--- src/rtl/ptt_pkg.sv ---
package ptt_pkg;

    localparam int SLOT_IDX_W  = 6;
    localparam int MAX_RESULTS = 16;
    localparam int FIRE_CNT_W  = 5;

    typedef enum logic [1:0] {
        OP_INSERT = 2'd0,
        OP_ERASE  = 2'd1,
        OP_RUN    = 2'd2,
        OP_QUERY  = 2'd3
    } opcode_t;

    typedef enum logic [1:0] {
        KIND_INSERT  = 2'd0,
        KIND_ERASE   = 2'd1,
        KIND_FIRED   = 2'd2,
        KIND_TIMEOUT = 2'd3
    } reply_kind_t;

    typedef enum logic [2:0] {
        CELL_IDLE,
        CELL_INSERT,
        CELL_MIN,
        CELL_DUE,
        CELL_ERASE,
        CELL_SHIFT,
        CELL_FIRE
    } cell_op_t;

    typedef enum logic [2:0] {
        ST_IDLE,
        ST_ERASE,
        ST_SHIFT,
        ST_SCAN,
        ST_FIRE,
        ST_OUT
    } state_t;

    typedef struct packed {
        cell_op_t               op;
        logic [SLOT_IDX_W-1:0]  sel;
        logic [63:0]            expiry;
        logic [31:0]            period;
        logic [63:0]            now;
        logic [63:0]            diff;
    } cell_cmd_t;

    typedef struct packed {
        logic                   live;
        logic                   found;
        logic [63:0]            key;
        logic [SLOT_IDX_W-1:0]  idx;
        logic                   periodic;
    } token_t;

    typedef struct packed {
        reply_kind_t  kind;
        logic [3:0]   handle;
        logic         status;
        logic [63:0]  timeout;
        logic         periodic;
        logic         last;
    } result_t;

endpackage

--- src/rtl/ptt_cell.sv ---
module ptt_cell #(
    parameter int IDX = 0
) (
    input  logic              clk,
    input  logic              rst_n,
    input  ptt_pkg::cell_cmd_t cmd,
    input  ptt_pkg::token_t   tok_in,
    output ptt_pkg::token_t   tok_out,
    output logic              valid
);
    import ptt_pkg::*;

    localparam logic [SLOT_IDX_W-1:0] MY_IDX = SLOT_IDX_W'(IDX);

    logic        valid_reg, valid_next;
    logic        fired_reg, fired_next;
    logic [63:0] expiry_reg, expiry_next;
    logic [31:0] period_reg, period_next;
    token_t      tok_reg, tok_next;
    logic        take;
    logic [64:0] reload_sum;

    always_comb
    begin
        reload_sum = {1'b0, cmd.now} + {33'd0, period_reg};
        take = 1'b0;
        if (tok_in.live)
        begin
            case (cmd.op)
                CELL_INSERT: take = !valid_reg && !tok_in.found;
                CELL_MIN:    take = valid_reg && (!tok_in.found || expiry_reg < tok_in.key);
                CELL_DUE:    take = valid_reg && !fired_reg && (expiry_reg <= cmd.now)
                                    && (!tok_in.found || expiry_reg < tok_in.key);
                default:     take = 1'b0;
            endcase
        end

        tok_next = tok_in;
        if (take)
        begin
            tok_next.found    = 1'b1;
            tok_next.key      = expiry_reg;
            tok_next.idx      = MY_IDX;
            tok_next.periodic = (period_reg != 32'd0);
        end

        valid_next  = valid_reg;
        fired_next  = fired_reg;
        expiry_next = expiry_reg;
        period_next = period_reg;
        case (cmd.op)
            CELL_INSERT:
            begin
                if (take)
                begin
                    valid_next  = 1'b1;
                    expiry_next = cmd.expiry;
                    period_next = cmd.period;
                end
            end
            CELL_ERASE:
            begin
                if (cmd.sel == MY_IDX)
                    valid_next = 1'b0;
            end
            CELL_SHIFT:
            begin
                fired_next  = 1'b0;
                expiry_next = (expiry_reg > cmd.diff) ? expiry_reg - cmd.diff : 64'd0;
            end
            CELL_FIRE:
            begin
                if (cmd.sel == MY_IDX)
                begin
                    fired_next = 1'b1;
                    if (period_reg != 32'd0)
                        expiry_next = reload_sum[64] ? '1 : reload_sum[63:0];
                    else
                        valid_next = 1'b0;
                end
            end
            default:
            begin
                valid_next = valid_reg;
            end
        endcase
    end

    always_ff @(posedge clk or negedge rst_n)
    begin
        if (!rst_n)
        begin
            valid_reg <= 1'b0;
            fired_reg <= 1'b0;
            tok_reg   <= '0;
        end
        else
        begin
            valid_reg <= valid_next;
            fired_reg <= fired_next;
            tok_reg   <= tok_next;
        end
    end

    always_ff @(posedge clk)
    begin
        expiry_reg <= expiry_next;
        period_reg <= period_next;
    end

    assign tok_out = tok_reg;
    assign valid   = valid_reg;

endmodule
--- config.mk ---
export PLATFORM = sky130hd
export DESIGN_NAME = ptt_cell
export DESIGN_NICKNAME = d
export VERILOG_FILES = /design/src/rtl/ptt_pkg.sv /design/src/rtl/ptt_cell.sv
export SDC_FILE = /design/constraint.sdc
export NUM_CORES = 1
export LEC_CHECK = 0
export BUFFER_PORTS_ARGS = -buffer_cell sky130_fd_sc_hd__buf_4
export CORE_UTILIZATION = 45
export DETAILED_ROUTE_END_ITERATION = 7
export PLACE_DENSITY_LB_ADDON = 0.05
export SLEW_MARGIN = 5
export SYNTH_ARGS = -nofsm -noshare
export SYNTH_HDL_FRONTEND = slang
export SYNTH_SLANG_ARGS = --single-unit
--- constraint.sdc ---
create_clock -name clk -period 5.8 [get_ports clk]
set_input_delay 1.16 -clock clk [delete_from_list [all_inputs] [get_ports clk]]
set_output_delay 1.16 -clock clk [all_outputs]
set_load 0.03 [all_outputs]
Yosys cells after proc, flatten, opt, wreduce, memory -nomap -nowiden
Cells that the tools add are included.
{"block": "totals", "register_bits": 171, "out_inout_bits": 74, "in_bits": 308}
{"block": "op_classes", "n_eq_ne": 11, "order_cmp": 3, "n_reduce_logical": 18, "add_sub_neg": 2, "muxes": 16}
{"cell": "two-way mux 64 bit", "count": 5}
{"cell": "case mux 64 bit (3 select lines)", "count": 1}
{"cell": "two-way mux 72 bit", "count": 1}
{"cell": "adder 64 x 32 -> 65 bit", "count": 1}
{"cell": "> comparator 64 bit", "count": 1}
{"cell": "<= comparator 64 bit", "count": 1}
{"cell": "less-than comparator 64 bit", "count": 1}
{"cell": "subtractor 64 bit", "count": 1}
{"cell": "nonzero test 32 bit", "count": 1}
{"cell": "!= test 2 bit, second input constant", "count": 5}
{"cell": "equality test 3 bit, second input constant", "count": 3}
{"cell": "equality test 3 x 2 -> 1 bit, second input constant", "count": 2}
{"cell": "logical NOT 6 bit", "count": 1}
{"cell": "two-way mux 1 bit", "count": 6}
{"cell": "case mux 1 bit (3 select lines)", "count": 2}
{"cell": "nonzero test 3 bit", "count": 2}
{"cell": "logical AND 1 bit", "count": 5}
{"cell": "AND reduction 5 bit", "count": 1}
{"cell": "AND reduction 2 bit", "count": 2}
{"cell": "AND reduction 4 bit", "count": 1}
{"cell": "equality test 3 x 1 -> 1 bit, second input constant", "count": 1}
{"cell": "logical NOT 1 bit", "count": 3}
{"cell": "case mux 1 bit (2 select lines)", "count": 1}
{"cell": "nonzero test 2 bit", "count": 1}
{"cell": "logical OR 1 bit", "count": 1}

Depth between registers and ports, before layout
{"block": "logic_depth", "ltp_word": 8, "depth_mapped": 16, "mapped_depth_nobuf": 15}

Worst setup path before layout
OpenSTA, ideal clock, no wires.
{"block": "synth_path", "path_type": "input-to-reg", "start": "input port cmd[64] (netlist bit)", "end": "register expiry_reg[58], data pin", "stages": 15, "setup_time_ps": 261, "required_ps": 5539, "path_buffers": 1, "arrival_time_ps": 3667, "path_slack_ps": 1872, "path_cell_list": "ha_1 inv_1 fa_1 nor2b_1 o21ai_1 nand2b_2 a31oi_4 o22ai_2 o2111ai_1 a31o_4 buf_6 nor4_1 xnor2_1 a21oi_2 a221o_1"}
{"block": "synth_via", "elab_chain_len": 5}
{"item": "start, declared", "line": "ptt_cell.sv:6", "rtl": "input ptt_pkg::cell_cmd_t cmd,"}
{"item": "adder 64 x 32 -> 65 bit", "line": "ptt_cell.sv:25", "rtl": "reload_sum = {1'b0, cmd.now} + {33'd0, period_reg};"}
{"item": "two-way mux 64 bit", "line": "ptt_cell.sv:77", "rtl": "expiry_next = reload_sum[64] ? '1 : reload_sum[63:0];"}
{"item": "two-way mux 64 bit", "line": "ptt_cell.sv:76", "rtl": "if (period_reg != 32'd0)"}
{"item": "two-way mux 64 bit", "line": "ptt_cell.sv:73", "rtl": "if (cmd.sel == MY_IDX)"}
{"item": "case mux 64 bit (3 select lines)", "line": "ptt_cell.sv:51", "rtl": "case (cmd.op)"}
{"item": "net expiry_next[58]", "line": "ptt_cell.sv:17", "rtl": "logic [63:0] expiry_reg, expiry_next;"}
{"item": "end signal, assigned", "line": "ptt_cell.sv:107", "rtl": "expiry_reg <= expiry_next;"}
{"item": "end, declared", "line": "ptt_cell.sv:17"}
The timed path passes the listed nets, and every way through them passes these cells. The select of a mux whose other input is x is not followed.
A chain may end at the register's enable or synchronous reset.

Worst setup path after layout
{"block": "layout_path", "start": "input port cmd[12] (netlist bit)", "end": "register expiry_reg[63], data pin"}
{"block": "layout_via", "elab_chain_len": 3, "elab_cells_between_ends": 4}
{"item": "subtractor 64 bit / > comparator 64 bit (equally long branches)", "line": "ptt_cell.sv:69", "rtl": "expiry_next = (expiry_reg > cmd.diff) ? expiry_reg - cmd.diff : 64'd0;"}
{"item": "two-way mux 64 bit (*)", "line": "ptt_cell.sv:69"}
{"item": "case mux 64 bit (3 select lines) (*)", "line": "ptt_cell.sv:51"}
{"item": "net expiry_next[63]", "line": "ptt_cell.sv:17"}
The timed path passes the listed nets; every way through them passes the cells marked *.

==> metrics.txt <==
status finished with violations; failing checks DRC; Min-Delay Path Class flop to flop; Buffers on Ports 381; crit path time final ~4.5 ns; row count 69; CTS tree done; slew at the pin closest to its max-slew limit 1.03 ns; antenna viol nets, final 0; num ports 382; CP Data Arrival Time 4.86 ns; Slew HR 31.0%; Synth Instances roughly 1800; CTS Root Cell clkbuf_16; WP data required 6.14 ns; Syn Std Cell Area approximately 16000 um^2; Fmax approximately 220 MHz; Synth Register Bits 171; CTS clock-pin slew for the worst setup and hold paths 0.08 ns; Final Skew 0.0123 ns; routed length per placed instance between 20 and 25 um; n_diodes 0; Power Internal 2530 uW; number of CTS-inserted buffers 17; crit end category flop; Flop pwr share 36.0%; Routed WL 59700 um; H-tree Lvls 4; Synth async-reset ratio 43.9%; DRC 50; EDFF count, synth 96; Finish-stage setup viols 0; hold_buf cts 0; Logic pwr share 33.0%; chip height 193 um; power density over the cells 194 nW/um^2; worst-path maximum fanout 23; DR iter-0 viols 1142; first-pass GRT wire length 87800 um; clock power share 31.0%; Final Hold Vio Count 0; Leak a little under 0.01 uW; initial antenna violation count 1; Setup Buffers After CTS 0; Synth cell types 80; Seq/Total Area, Yosys 29.1%; Fin Setup TNS 0 ns; CP Class primary input to flop; max reg flops 73; Die Wd slightly below 200 um; crit share post-route around four fifths; largest net degree at the start of global routing 65; DP HPWL 48600 um; post-synth net total 2359; YS warnings 0; First-pass DRT Iterations 8; # nets final between 2000 and 3000; max-cap viol count 0; Initial Utilization 45.9%; RSZ-0062 raised after global routing no; Psw 1390 uW; Max clock buf depth 2; fraction of layout cells with a size suffix above 1 20.6%; Overflow after GRT 0; latest clock arrival within the worst-skew pair 0.47 ns; DR vias approximately 16000; Area Overhead vs Synth 23.6%; Top FF cell, synth edfxtp_1; Num Clock Sinks 171; core region area 35700 um^2; Max rail drop VDD 227 uV; fin util 56.7%; Max Slew Vio Count 0; post_cts resized 0; Total GRT Usage 31.8%; Startpoint Class primary input; routability cong. 0.954; vias per cell 5.84; Syn Area/Cell between 8 and 9 um^2; Die Area 37100 um^2; Switching Fraction about 35%; vias in the first global route 15167
[kinds of logic after synthesis]
family	share of synthesized area, %
flops	29.1
mux	4.53
simple gates	12.4
buf+inv	6.48
xor+xnor	6.32
fa+ha+maj	17.3
compound gates	23.9
[cell usage in the layout (no fill, tap or decap), types with 5 or more instances in the layout]
cell type | synthesis | routed
o21ai_1 | 15 | 15
o2111ai_1 | 6 | 6
a22oi_1 | 7 | 7
nor2_1 | 72 | 71
o31ai_1 | 8 | 8
a21o_1 | 103 | 103
and3_1 | 11 | 11
a221o_1 | 33 | 33
o21ai_0 | 77 | 77
and4_1 | 6 | 6
mux2_1 | 62 | 62
o21bai_1 | 21 | 21
nor3_1 | 22 | 22
nand3_1 | 37 | 37
buf_4 | 8 | 391
nand2b_1 | 18 | 18
and2_1 | 15 | 15
o21a_1 | 11 | 11
o211ai_1 | 15 | 15
xnor2_1 | 75 | 75
dfrtp_1 | 75 | 75
a211oi_1 | 14 | 14
or3_1 | 6 | 6
xor2_1 | 43 | 43
nand4_1 | 49 | 49
nor2b_1 | 21 | 21
a31oi_1 | 20 | 20
a221oi_1 | 9 | 9
inv_8 | 0 | 5
ha_1 | 223 | 223
a21oi_1 | 198 | 198
nand2_1 | 102 | 100
inv_1 | 211 | 211
nor4_1 | 22 | 22
edfxtp_1 | 96 | 96
clkbuf_16 | 0 | 17
[metrics by stage]
step	power (uW)	setup WS (ns)	std cells	cell area, um^2	hold slack [ns]
floorplan	2190	1.87	1826	16400	0.466
global placement	2700	0.938	2629	19600	0.490
detailed placement	2710	0.853	2629	19600	0.499
CTS	3920	1.33	2661	20200	0.524
global route	4090	1.05	2661	20200	0.540
finish	3920	1.28	2661	20200	0.525
[cell type report]
cell class	instances	area, um^2
Clock buffer	17	425
Clock inverter	15	154
Fill cell	3312	15400
Inverter	212	796
Multi-Input combinational cell	1393	10600
Sequential cell	171	4760
Tap cell	461	577
Timing Repair Buffer	392	2960
[power groups by stage]
stage,sequential [uW],combinational (uW),clock (uW)
after floorplan,1490,699,0
after global placement,1430,1260,0
after detailed placement,1430,1270,0
after CTS,1410,1280,1230
after global routing,1410,1410,1270
final,1410,1290,1210
[Yosys cell counts (37+ instances only)]
cell type / count / area [um^2]
nor2_1: 72 / 270
dfrtp_1: 75 / 1880
xor2_1: 43 / 377
nand4_1: 49 / 307
nand3_1: 37 / 185
edfxtp_1: 96 / 2880
a21oi_1: 198 / 991
xnor2_1: 75 / 657
a21o_1: 103 / 773
inv_1: 211 / 792
nand2_1: 102 / 383
ha_1: 223 / 2790
mux2_1: 62 / 698
o21ai_0: 77 / 385
[path summary, 6_finish.rpt]
check | startpoint | to | slack [ns] | depth (start not counted)
setup / recovery | cmd[12] | expiry_reg[63]$_DFFE_PP_ | 1.28 | 14
hold / removal | fired_reg$_DFFE_PN0P_ | fired_reg$_DFFE_PN0P_ | 0.53 | 1
setup reg to reg | expiry_reg[0]$_DFFE_PP_ | expiry_reg[55]$_DFFE_PP_ | 1.48 | 15
hold reg to reg | fired_reg$_DFFE_PN0P_ | fired_reg$_DFFE_PN0P_ | 0.53 | 1
max in group asynchronous | rst_n | tok_out[71]$_DFF_PN0_ | 4.12 | 2
min in group asynchronous | rst_n | tok_out[19]$_DFF_PN0_ | 0.67 | 1
[layer usage]
| layer | global-route usage [%] | routed length (um) | vias to the layer above |
|---|---|---|---|
| li1 | - | - | 7454 |
| met1 | 43.6 | 27100 | 7389 |
| met2 | 50.0 | 26500 | 632 |
| met3 | 6.98 | 4830 | 64 |
| met4 | 8.96 | 1310 | 2 |
| met5 | 0 | 8 | - |
[critical path: stages]
cell and delay [ns]:
buf_4 0.08, inv_1 0.03, ha_1 0.49, nand4_1 0.18, or3_1 0.46, a2111oi_4 0.35
nor3_2 0.15, o211ai_2 0.28, nand2b_1 0.16, a21oi_4 0.66, buf_4 0.48, and3_1 0.21
a21oi_1 0.06, nand2_1 0.07
No activity file was read; power rests on OpenSTA's default activity.
